--- config.mk ---
export PLATFORM = sky130hd
export DESIGN_NAME = rossler_midpoint_step
export DESIGN_NICKNAME = d
export VERILOG_FILES = /design/src/hw/rtl/rms_pkg.sv /design/src/hw/rtl/rms_arith.sv /design/src/hw/rtl/rossler_midpoint_step.sv
export SDC_FILE = /design/constraint.sdc
export NUM_CORES = 2
export LEC_CHECK = 0
export BUFFER_PORTS_ARGS = -buffer_cell sky130_fd_sc_hd__clkbuf_2
export CAP_MARGIN = 20
export CORE_MARGIN = 2
export CORE_UTILIZATION = 50
export DETAILED_ROUTE_END_ITERATION = 8
export PLACE_DENSITY = 0.65
export SETUP_SLACK_MARGIN = 0.2
export SLEW_MARGIN = 20
export SYNTH_ARGS = -nofsm -noshare
export SYNTH_HDL_FRONTEND = slang
export SYNTH_SLANG_ARGS = --single-unit
export TNS_END_PERCENT = 50
--- constraint.sdc ---
create_clock -name i_clk -period 19 [get_ports i_clk]
set_input_delay 3.8 -clock i_clk [delete_from_list [all_inputs] [get_ports i_clk]]
set_output_delay 3.8 -clock i_clk [all_outputs]
set_load 0.01 [all_outputs]
--- src/hw/rtl/rms_pkg.sv ---
// shared types, codes and the micro-op program of the rossler midpoint stepper
// no dependencies
`timescale 1ns / 1ps

package rms_pkg;

    localparam int DW = 32;

    // configuration register indexes
    localparam logic [2:0] CFG_COEF_A = 3'd0;
    localparam logic [2:0] CFG_COEF_B = 3'd1;
    localparam logic [2:0] CFG_COEF_C = 3'd2;
    localparam logic [2:0] CFG_STEP_H = 3'd3;
    localparam logic [2:0] CFG_INIT_X = 3'd4;
    localparam logic [2:0] CFG_INIT_Y = 3'd5;
    localparam logic [2:0] CFG_INIT_Z = 3'd6;

    // operand and destination codes
    localparam logic [3:0] SEL_POS_X  = 4'd0;
    localparam logic [3:0] SEL_POS_Y  = 4'd1;
    localparam logic [3:0] SEL_POS_Z  = 4'd2;
    localparam logic [3:0] SEL_MID_X  = 4'd3;
    localparam logic [3:0] SEL_MID_Y  = 4'd4;
    localparam logic [3:0] SEL_MID_Z  = 4'd5;
    localparam logic [3:0] SEL_D_X    = 4'd6;
    localparam logic [3:0] SEL_D_Y    = 4'd7;
    localparam logic [3:0] SEL_D_Z    = 4'd8;
    localparam logic [3:0] SEL_TMP    = 4'd9;
    localparam logic [3:0] SEL_COEF_A = 4'd10;
    localparam logic [3:0] SEL_COEF_B = 4'd11;
    localparam logic [3:0] SEL_COEF_C = 4'd12;
    localparam logic [3:0] SEL_STEP_H = 4'd13;
    localparam logic [3:0] SEL_FM     = 4'd14;

    // micro-op kinds
    localparam logic [1:0] OP_MUL = 2'd0;  // product register <= a * b
    localparam logic [1:0] OP_RND = 2'd1;  // rounded product <= round(product)
    localparam logic [1:0] OP_ADD = 2'd2;  // dst <= sat(+-a +-b)

    localparam logic [5:0] LAST_UOP = 6'd33;

    typedef struct packed {
        logic [1:0] op;
        logic       half;
        logic       neg_a;
        logic       neg_b;
        logic [3:0] sel_a;
        logic [3:0] sel_b;
        logic [3:0] dst;
    } t_uop;

    function automatic logic signed [DW-1:0] sat32(input logic signed [63:0] v);
        if (v > 64'sd2147483647) begin
            return 32'sh7fffffff;
        end else if (v < -64'sd2147483648) begin
            return 32'sh80000000;
        end else begin
            return v[DW-1:0];
        end
    endfunction

    function automatic t_uop mk_mul(input logic [3:0] a, input logic [3:0] b);
        t_uop u;
        u = '0;
        u.op = OP_MUL;
        u.sel_a = a;
        u.sel_b = b;
        return u;
    endfunction

    function automatic t_uop mk_rnd(input logic half);
        t_uop u;
        u = '0;
        u.op = OP_RND;
        u.half = half;
        return u;
    endfunction

    function automatic t_uop mk_add(input logic na, input logic nb, input logic [3:0] a,
                                    input logic [3:0] b, input logic [3:0] dst);
        t_uop u;
        u = '0;
        u.op = OP_ADD;
        u.neg_a = na;
        u.neg_b = nb;
        u.sel_a = a;
        u.sel_b = b;
        u.dst = dst;
        return u;
    endfunction

    // derivatives at point (px, py, pz) into d_x, d_y, d_z
    function automatic t_uop deriv_uop(input logic [2:0] j, input logic [3:0] px,
                                       input logic [3:0] py, input logic [3:0] pz);
        t_uop u;
        case (j)
            3'd0:    u = mk_add(1'b1, 1'b1, py, pz, SEL_D_X);
            3'd1:    u = mk_mul(SEL_COEF_A, py);
            3'd2:    u = mk_rnd(1'b0);
            3'd3:    u = mk_add(1'b0, 1'b0, px, SEL_FM, SEL_D_Y);
            3'd4:    u = mk_add(1'b0, 1'b1, px, SEL_COEF_C, SEL_TMP);
            3'd5:    u = mk_mul(pz, SEL_TMP);
            3'd6:    u = mk_rnd(1'b0);
            default: u = mk_add(1'b0, 1'b0, SEL_COEF_B, SEL_FM, SEL_D_Z);
        endcase
        return u;
    endfunction

    // position plus h times derivative into (qx, qy, qz)
    function automatic t_uop integ_uop(input logic [3:0] j, input logic half,
                                       input logic [3:0] qx, input logic [3:0] qy,
                                       input logic [3:0] qz);
        t_uop u;
        case (j)
            4'd0:    u = mk_mul(SEL_STEP_H, SEL_D_X);
            4'd1:    u = mk_rnd(half);
            4'd2:    u = mk_add(1'b0, 1'b0, SEL_POS_X, SEL_FM, qx);
            4'd3:    u = mk_mul(SEL_STEP_H, SEL_D_Y);
            4'd4:    u = mk_rnd(half);
            4'd5:    u = mk_add(1'b0, 1'b0, SEL_POS_Y, SEL_FM, qy);
            4'd6:    u = mk_mul(SEL_STEP_H, SEL_D_Z);
            4'd7:    u = mk_rnd(half);
            default: u = mk_add(1'b0, 1'b0, SEL_POS_Z, SEL_FM, qz);
        endcase
        return u;
    endfunction

    // full program of one advance: derivative, midpoint, derivative, full step
    function automatic t_uop uop_rom(input logic [5:0] idx);
        t_uop u;
        if (idx < 6'd8) begin
            u = deriv_uop(idx[2:0], SEL_POS_X, SEL_POS_Y, SEL_POS_Z);
        end else if (idx < 6'd17) begin
            u = integ_uop(4'(idx - 6'd8), 1'b1, SEL_MID_X, SEL_MID_Y, SEL_MID_Z);
        end else if (idx < 6'd25) begin
            u = deriv_uop(3'(idx - 6'd17), SEL_MID_X, SEL_MID_Y, SEL_MID_Z);
        end else begin
            u = integ_uop(4'(idx - 6'd25), 1'b0, SEL_POS_X, SEL_POS_Y, SEL_POS_Z);
        end
        return u;
    endfunction

endpackage

--- src/hw/rtl/rms_arith.sv ---
// shared arithmetic unit: registered multiply, rounding shift, saturating add
// depends on rms_pkg
`timescale 1ns / 1ps

module rms_arith #(
    parameter int FRAC_BITS = 24
) (
    input  logic                     i_clk,
    input  logic                     i_en,
    input  rms_pkg::t_uop            i_uop,
    input  logic signed [31:0]       i_opa,
    input  logic signed [31:0]       i_opb,
    output logic signed [31:0]       o_fm,
    output logic signed [31:0]       o_sum
);

    localparam logic signed [63:0] RND_FULL = 64'sd1 <<< (FRAC_BITS - 1);
    localparam logic signed [63:0] RND_HALF = 64'sd1 <<< FRAC_BITS;

    logic signed [63:0] r_prod;
    logic signed [31:0] r_fm;
    logic signed [63:0] w_prod;
    logic signed [63:0] w_rnd_in;
    logic signed [63:0] w_shift;
    logic signed [33:0] w_ea;
    logic signed [33:0] w_eb;
    logic signed [33:0] w_s;

    assign w_prod = 64'(i_opa) * 64'(i_opb);

    // round to nearest, ties up; half step uses one more fraction bit
    always_comb begin
        w_rnd_in = r_prod + (i_uop.half ? RND_HALF : RND_FULL);
        w_shift  = i_uop.half ? (w_rnd_in >>> (FRAC_BITS + 1)) : (w_rnd_in >>> FRAC_BITS);
    end

    always_comb begin
        w_ea = i_uop.neg_a ? -34'(i_opa) : 34'(i_opa);
        w_eb = i_uop.neg_b ? -34'(i_opb) : 34'(i_opb);
        w_s  = w_ea + w_eb;
    end

    always_ff @(posedge i_clk) begin
        if (i_en && i_uop.op == rms_pkg::OP_MUL) begin
            r_prod <= w_prod;
        end
        if (i_en && i_uop.op == rms_pkg::OP_RND) begin
            r_fm <= rms_pkg::sat32(w_shift);
        end
    end

    assign o_fm  = r_fm;
    assign o_sum = rms_pkg::sat32(64'(w_s));

endmodule

--- src/hw/rtl/rossler_midpoint_step.sv ---
// rossler system stepper, explicit midpoint method in signed fixed point
// depends on rms_pkg and rms_arith
`timescale 1ns / 1ps

// usage
// - slave stream: one command per transfer, tdata[0] = restart
//   restart = 1 loads init_x/y/z into the state and clears the step count, no result
//   restart = 0 reports the step index and x, y, z, then advances one midpoint step
// - master stream: one result per advance, valid the cycle after the command transfer
// - config port: write enable, index 0..6 (coef_a, coef_b, coef_c, step_size,
//   init_x, init_y, init_z), 32-bit data; write only while idle
// - sequencing: an advance keeps the block busy after its transfer while it runs
//   its micro-ops one per cycle on the single shared multiplier/adder, and no new
//   command is taken until they are done; a restart leaves the block ready
// - stall: the result sits in an output register; the next command is taken only
//   when that register is empty or being drained in the same cycle
// - reset: synchronous, active low; config registers return to their defaults,
//   state and step count go to zero, no result pending
// - all computed values saturate to the signed 32-bit range; the step count wraps

module rossler_midpoint_step #(
    parameter int FRAC_BITS = 24
) (
    input  logic         i_clk,
    input  logic         i_rst_n,
    // command stream
    input  logic         i_s_axis_tvalid,
    output logic         o_s_axis_tready,
    input  logic [7:0]   i_s_axis_tdata,   // [0] restart, [7:1] zero
    // result stream
    output logic         o_m_axis_tvalid,
    input  logic         i_m_axis_tready,
    output logic [127:0] o_m_axis_tdata,   // [31:0] step_index, [63:32] out_x,
                                           // [95:64] out_y, [127:96] out_z
    // configuration writes
    input  logic         i_cfg_we,
    input  logic [2:0]   i_cfg_index,
    input  logic [31:0]  i_cfg_wdata
);

    localparam logic ST_IDLE = 1'b0;
    localparam logic ST_RUN  = 1'b1;

    // configuration
    logic signed [31:0] r_coef_a, r_coef_b, r_coef_c;
    logic        [30:0] r_step_h;
    logic signed [31:0] r_init_x, r_init_y, r_init_z;

    // integrator state and scratch
    logic signed [31:0] r_pos_x, r_pos_y, r_pos_z;
    logic signed [31:0] r_mid_x, r_mid_y, r_mid_z;
    logic signed [31:0] r_d_x, r_d_y, r_d_z;
    logic signed [31:0] r_tmp;
    logic        [31:0] r_count;

    // sequencer
    logic               r_state;
    logic        [5:0]  r_step;

    // result register
    logic               r_ovalid;
    logic        [31:0] r_out_index;
    logic signed [31:0] r_out_x, r_out_y, r_out_z;

    rms_pkg::t_uop      w_uop;
    logic signed [31:0] w_opa, w_opb, w_fm, w_sum;
    logic               w_in_fire;
    logic               w_restart;
    logic               w_run;
    logic               w_wb;

    assign w_run     = (r_state == ST_RUN);
    assign w_uop     = rms_pkg::uop_rom(r_step);
    assign w_restart = i_s_axis_tdata[0];

    // take a command only when idle and the result register can accept a new entry
    assign o_s_axis_tready = !w_run && (!r_ovalid || i_m_axis_tready);
    assign w_in_fire       = i_s_axis_tvalid && o_s_axis_tready;
    assign w_wb            = w_run && (w_uop.op == rms_pkg::OP_ADD);

    function automatic logic signed [31:0] pick(input logic [3:0] sel,
            input logic signed [31:0] px, input logic signed [31:0] py,
            input logic signed [31:0] pz, input logic signed [31:0] mx,
            input logic signed [31:0] my, input logic signed [31:0] mz,
            input logic signed [31:0] dx, input logic signed [31:0] dy,
            input logic signed [31:0] dz, input logic signed [31:0] tmp,
            input logic signed [31:0] ca, input logic signed [31:0] cb,
            input logic signed [31:0] cc, input logic [30:0] h,
            input logic signed [31:0] fm);
        logic signed [31:0] v;
        unique case (sel)
            rms_pkg::SEL_POS_X:  v = px;
            rms_pkg::SEL_POS_Y:  v = py;
            rms_pkg::SEL_POS_Z:  v = pz;
            rms_pkg::SEL_MID_X:  v = mx;
            rms_pkg::SEL_MID_Y:  v = my;
            rms_pkg::SEL_MID_Z:  v = mz;
            rms_pkg::SEL_D_X:    v = dx;
            rms_pkg::SEL_D_Y:    v = dy;
            rms_pkg::SEL_D_Z:    v = dz;
            rms_pkg::SEL_TMP:    v = tmp;
            rms_pkg::SEL_COEF_A: v = ca;
            rms_pkg::SEL_COEF_B: v = cb;
            rms_pkg::SEL_COEF_C: v = cc;
            rms_pkg::SEL_STEP_H: v = {1'b0, h};   // h is non-negative
            rms_pkg::SEL_FM:     v = fm;
            default:             v = '0;
        endcase
        return v;
    endfunction

    assign w_opa = pick(w_uop.sel_a, r_pos_x, r_pos_y, r_pos_z, r_mid_x, r_mid_y, r_mid_z,
                        r_d_x, r_d_y, r_d_z, r_tmp, r_coef_a, r_coef_b, r_coef_c,
                        r_step_h, w_fm);
    assign w_opb = pick(w_uop.sel_b, r_pos_x, r_pos_y, r_pos_z, r_mid_x, r_mid_y, r_mid_z,
                        r_d_x, r_d_y, r_d_z, r_tmp, r_coef_a, r_coef_b, r_coef_c,
                        r_step_h, w_fm);

    rms_arith #(
        .FRAC_BITS (FRAC_BITS)
    ) u_arith (
        .i_clk (i_clk),
        .i_en  (w_run),
        .i_uop (w_uop),
        .i_opa (w_opa),
        .i_opb (w_opb),
        .o_fm  (w_fm),
        .o_sum (w_sum)
    );

    // configuration registers
    always_ff @(posedge i_clk) begin
        if (!i_rst_n) begin
            r_coef_a <= 32'sd2516582;     // 0.15
            r_coef_b <= 32'sd3355443;     // 0.20
            r_coef_c <= 32'sd119118234;   // 7.10
            r_step_h <= 31'd16777;        // 0.001
            r_init_x <= '0;
            r_init_y <= '0;
            r_init_z <= '0;
        end else if (i_cfg_we) begin
            unique case (i_cfg_index)
                rms_pkg::CFG_COEF_A: r_coef_a <= i_cfg_wdata;
                rms_pkg::CFG_COEF_B: r_coef_b <= i_cfg_wdata;
                rms_pkg::CFG_COEF_C: r_coef_c <= i_cfg_wdata;
                rms_pkg::CFG_STEP_H: r_step_h <= i_cfg_wdata[30:0];
                rms_pkg::CFG_INIT_X: r_init_x <= i_cfg_wdata;
                rms_pkg::CFG_INIT_Y: r_init_y <= i_cfg_wdata;
                rms_pkg::CFG_INIT_Z: r_init_z <= i_cfg_wdata;
                default: ;   // index past the list is dropped
            endcase
        end
    end

    // sequencer, state and step count
    always_ff @(posedge i_clk) begin
        if (!i_rst_n) begin
            r_state <= ST_IDLE;
            r_step  <= '0;
            r_count <= '0;
            r_pos_x <= '0;
            r_pos_y <= '0;
            r_pos_z <= '0;
        end else begin
            unique case (r_state)
                ST_IDLE: begin
                    if (w_in_fire) begin
                        if (w_restart) begin
                            r_pos_x <= r_init_x;
                            r_pos_y <= r_init_y;
                            r_pos_z <= r_init_z;
                            r_count <= '0;
                        end else begin
                            r_state <= ST_RUN;
                            r_step  <= '0;
                        end
                    end
                end
                ST_RUN: begin
                    // final step writes back the position, the only state update
                    if (w_wb && w_uop.dst == rms_pkg::SEL_POS_X) r_pos_x <= w_sum;
                    if (w_wb && w_uop.dst == rms_pkg::SEL_POS_Y) r_pos_y <= w_sum;
                    if (w_wb && w_uop.dst == rms_pkg::SEL_POS_Z) r_pos_z <= w_sum;
                    if (r_step == rms_pkg::LAST_UOP) begin
                        r_state <= ST_IDLE;
                        r_count <= r_count + 32'd1;
                    end else begin
                        r_step <= r_step + 6'd1;
                    end
                end
                default: r_state <= ST_IDLE;
            endcase
        end
    end

    // scratch registers, written only by the add micro-op
    always_ff @(posedge i_clk) begin
        if (w_wb) begin
            case (w_uop.dst)
                rms_pkg::SEL_MID_X: r_mid_x <= w_sum;
                rms_pkg::SEL_MID_Y: r_mid_y <= w_sum;
                rms_pkg::SEL_MID_Z: r_mid_z <= w_sum;
                rms_pkg::SEL_D_X:   r_d_x   <= w_sum;
                rms_pkg::SEL_D_Y:   r_d_y   <= w_sum;
                rms_pkg::SEL_D_Z:   r_d_z   <= w_sum;
                rms_pkg::SEL_TMP:   r_tmp   <= w_sum;
                default: ;
            endcase
        end
    end

    // result register: snapshot of the state before the step
    always_ff @(posedge i_clk) begin
        if (!i_rst_n) begin
            r_ovalid <= 1'b0;
        end else if (w_in_fire && !w_restart) begin
            r_ovalid <= 1'b1;
        end else if (i_m_axis_tready) begin
            r_ovalid <= 1'b0;
        end
    end

    always_ff @(posedge i_clk) begin
        if (w_in_fire && !w_restart) begin
            r_out_index <= r_count;
            r_out_x     <= r_pos_x;
            r_out_y     <= r_pos_y;
            r_out_z     <= r_pos_z;
        end
    end

    assign o_m_axis_tvalid = r_ovalid;
    assign o_m_axis_tdata  = {r_out_z, r_out_y, r_out_x, r_out_index};

endmodule

==> PnR_summary.wiki <==
{| class="wikitable"
! Metric !! Value
|-
| Area of the die || 154000 sq um
|-
| Number of buffers inserted by hold repair at cts || 0
|-
| Setup slack on the worst flop-to-flop path || 3.23 ns
|-
| Sum of overflow across all layers after global routing || 0
|-
| Share of the yosys chip area belonging to registers || 26.5%
|-
| Startpoint of the most critical setup path || r_step[0]
|-
| Startpoint of the worst hold path || r_init_x[10]
|-
| Most flop-heavy register || u_arith.r_prod
|-
| Final ANT Viol Nets || 0
|-
| Status || completed
|-
| Clock tree root buffer cell || clkbuf_16
|-
| Number of setup violations in the final report || 0
|-
| Maximum buffer depth of the clock tree || 3
|-
| Static leakage || 34.8 nW
|-
| Routed Wire Length || 310000 um
|-
| Capturing element type of the critical path || flop
|-
| Layout Skew || 0.0364 ns
|-
| Hold EP || r_init_x[10]
|-
| Startpoint of the lowest-slack register-to-register path || r_step[0]
|-
| Wire length of the first global-routing pass || 446000 um
|-
| Setup TNS || 0 ns
|-
| Clock buffer count from CTS || 84
|-
| Number of port buffers || 170
|-
| Largest net degree at the start of global routing || 153
|-
| Fraction of layout instances using a drive strength above 1 || 9.10%
|-
| Number of clock sinks || 784
|-
| FF-to-FF End || u_arith.r_prod[60]
|-
| Count of routing violations after the opening detailed-route iteration || 8392
|-
| CTS H-tree lvls || 3
|-
| Core Footprint || 150000 sq um
|-
| Buffering stage count on the worst path with inverters included || 10
|-
| Endpoint required time on the critical path || 19.43 ns
|-
| Main flop type after synthesis || edfxtp_1
|-
| Area of the mapped netlist || 75300 sq um
|-
| Wire length per cell after detailed routing || 30.1 um
|-
| Flip-flop and latch count after synthesis || 784
|-
| Count of nets after finishing || 9554
|-
| Type of origin of the critical path || flop
|-
| Number of gates resized after CTS || 0
|-
| Master of the slowest instance on the critical path || nor3_1
|-
| Io pins || 178
|-
| Total number of vias || 65500
|-
| Ranking of synthesized cells by area || fa_1 (29%), edfxtp_1 (17%), dfxtp_1 (9.5%)
|-
| Synth Warn # || 0
|-
| First-pass iteration count of the detailed router || 9
|-
| Final worst hold slack || 0.451 ns
|-
| Number of stages on the worst setup path || 45
|-
| Die outline width || 392 um
|-
| Hold Path Depth || 2
|-
| Type of the worst min-delay path || reg -> reg
|-
| Number of flip-flops under the largest register name || 41
|-
| Global Route Usage Sum || 40.3%
|-
| Count of pins over their slew limit || 0
|-
| Cell class contributing the biggest share of worst-path delay || adder cells
|-
| Number of DRC violations after detailed routing || 0
|-
| Number of enable flip-flop cells after synthesis || 425
|-
| Vertical die dimension || 392 um
|-
| Unrepaired setup endpoints after global routing || no
|-
| Maximum single-stage delay on the critical path || 0.99 ns
|-
| Final Hold Violating Endpoints || 0
|-
| Detail-routed via count per cell || 6.36
|-
| Max capacitance violation total || 0
|-
| Critical path data arrival time || 16.20 ns
|-
| Mean Syn Cell Area || 9.17 sq um
|-
| Distinct cells, synth || 107
|-
| Antenna violations before repair || 19
|-
| Share of async-settable or async-resettable flops after synthesis || 0%
|-
| Post-route clock period utilization || 83.0%
|-
| Via count of the first global-routing pass || 65000
|-
| Maximum fanout along the worst path || 34
|-
| Insertion delay of the later-clocked pin in the worst-skew pair || 0.70 ns
|-
| Total nets after synthesis || 9565
|-
| Biggest area consumer among synthesized cells || fa_1
|-
| Placement Cell Area || 79100 sq um
|-
| Post-route cell area || 82000 sq um
|-
| Initial cell density of the core || 50.3%
|-
| Clock tree from TritonCTS || done
|-
| Number of core rows || 142
|-
| Period minus WS final || 15.77 ns
|-
| Slew headroom || 14.5%
|-
| Post-synthesis cell count || 8209
|-
| Achievable clock frequency || 63.4 MHz
|-
| Reg clk slew, reported paths || 0.06 ns
|-
| Depth of the worst register-to-register path || 45
|-
| Share of the synthesized area in the top cell type || 28.8%
|-
| Half-perimeter wire length of the detailed placement result || 219000 um
|-
| Worst Tran Pin Value || 1.28 ns
|-
| Power density normalized to cell area || 100 nW/um^2
|-
| Last weighted congestion value of the routability-driven placer || 1.07
|-
| Largest voltage drop on the vdd net || 0.000125 V
|-
| Category of the most critical setup path || reg -> reg
|-
| Cell repeated most along the worst path || fa_1
|-
| Area Overhead vs Synth || 8.94%
|-
| Number of buffers inserted to repair setup after CTS || 0
|}
final cells by class:
| type | count | area (sq um) |
|---|---|---|
| diodes | 14 | 35.0 |
| flip-flops and latches | 784 | 20000 |
| repair buffers | 421 | 2770 |
| well taps | 2016 | 2520 |
| multi-input cells | 5808 | 49700 |
| clock inverters | 43 | 460 |
| fillers | 13500 | 67600 |
| inverters | 1099 | 4130 |
| clock buffers | 112 | 2440 |
where the power goes:
group          total, mW  internal (mW)  leakage, nW  switching, mW
combinational       4.20           1.28         26.6           2.92
sequential          2.28           2.22         6.81         0.0578
clock               1.75           1.01         1.43          0.743
cell usage after synthesis (all sizes together) (37+ instances only):
cell type,n
dfxtp,359
xnor2,130
nor2,667
a31oi,40
nand2b,38
o21ai,203
inv,1093
a22o,94
o21a,81
a211oi,37
and2,65
a21oi,425
clkbuf,382
a22oi,77
xor2,77
buf,136
edfxtp,425
nor2b,67
nand4,54
a221oi,59
and3,45
nand3,237
a21o,58
nand2,1399
o31ai,42
mux2i,73
nor3,60
ha,224
a32oi,53
fa,1084
layout by cell type (no fill, tap or decap), drive strengths merged, types with 37 or more instances in the layout:
cell type / netlist / final
a21o: 58 / 58
a21oi: 425 / 425
a211oi: 37 / 37
and3: 45 / 45
o21a: 81 / 81
nand2b: 38 / 38
a32oi: 53 / 53
mux2i: 73 / 73
edfxtp: 425 / 425
dfxtp: 359 / 359
nand2: 1399 / 1399
xor2: 77 / 77
nand4: 54 / 54
ha: 224 / 224
nor3: 60 / 60
o21ai: 203 / 203
buf: 136 / 252
a221oi: 59 / 59
a31oi: 40 / 40
nor2: 667 / 667
a22o: 94 / 94
a22oi: 77 / 77
clkbuf: 382 / 281
inv: 1093 / 1100
fa: 1084 / 1084
o31ai: 42 / 42
nor2b: 67 / 67
xnor2: 130 / 130
and2: 65 / 65
nand3: 237 / 237
stage by stage:
stage,total power [mW],setup slack [ns],utilization [%],cells
3_3_place_gp,6.25,3.36,52.8,10100
4_1_cts,8.06,3.67,54.8,10300
2_1_floorplan,4.83,6.84,-,8209
6_report,8.23,3.23,54.8,10300
3_5_place_dp,6.32,3.68,52.9,10100
5_1_grt,8.57,2.83,54.8,10300
worst max-delay path by stage:
stage	endpoint	slack (ns)
2_1_floorplan	u_arith.r_prod[60]	6.84
3_3_place_gp	u_arith.r_prod[60]	3.36
3_5_place_dp	u_arith.r_prod[60]	3.68
4_1_cts	u_arith.r_prod[60]	3.67
5_1_grt	u_arith.r_prod[60]	2.83
6_report	u_arith.r_prod[60]	3.23
per-layer routing:
metal	routed length (um)	share of wire (%)	GRT usage, %	vias up
met5	117	0.038	0	-
met1	111000	36	50.0	32500
li1	-	-	-	26900
met3	43400	14	13.7	1233
met4	23400	7.6	25.6	18
met2	132000	43	60.3	4772
logic make-up after synthesis:
family / synth area share (%)
and+or+nand+nor: 15.8
buffers and inverters: 8.26
AOI/OAI and AO/OA: 13.0
adders and majority gates: 32.6
DFF: 26.5
xor gates and xnor gates: 2.44
muxes: 1.46
worst reg2reg max path, delay by kind of cell, from the launching register on:
| kind | cells | cell delay, ns |
|---|---|---|
| and+or+nand+nor | 10 | 3.96 |
| adders and majority gates | 11 | 5.40 |
| xor gates and xnor gates | 1 | 0.12 |
| buffers and inverters | 10 | 1.69 |
| DFF | 1 | 0.57 |
| AOI/OAI and AO/OA | 13 | 3.75 |
Power figures use the tool's default switching activity.
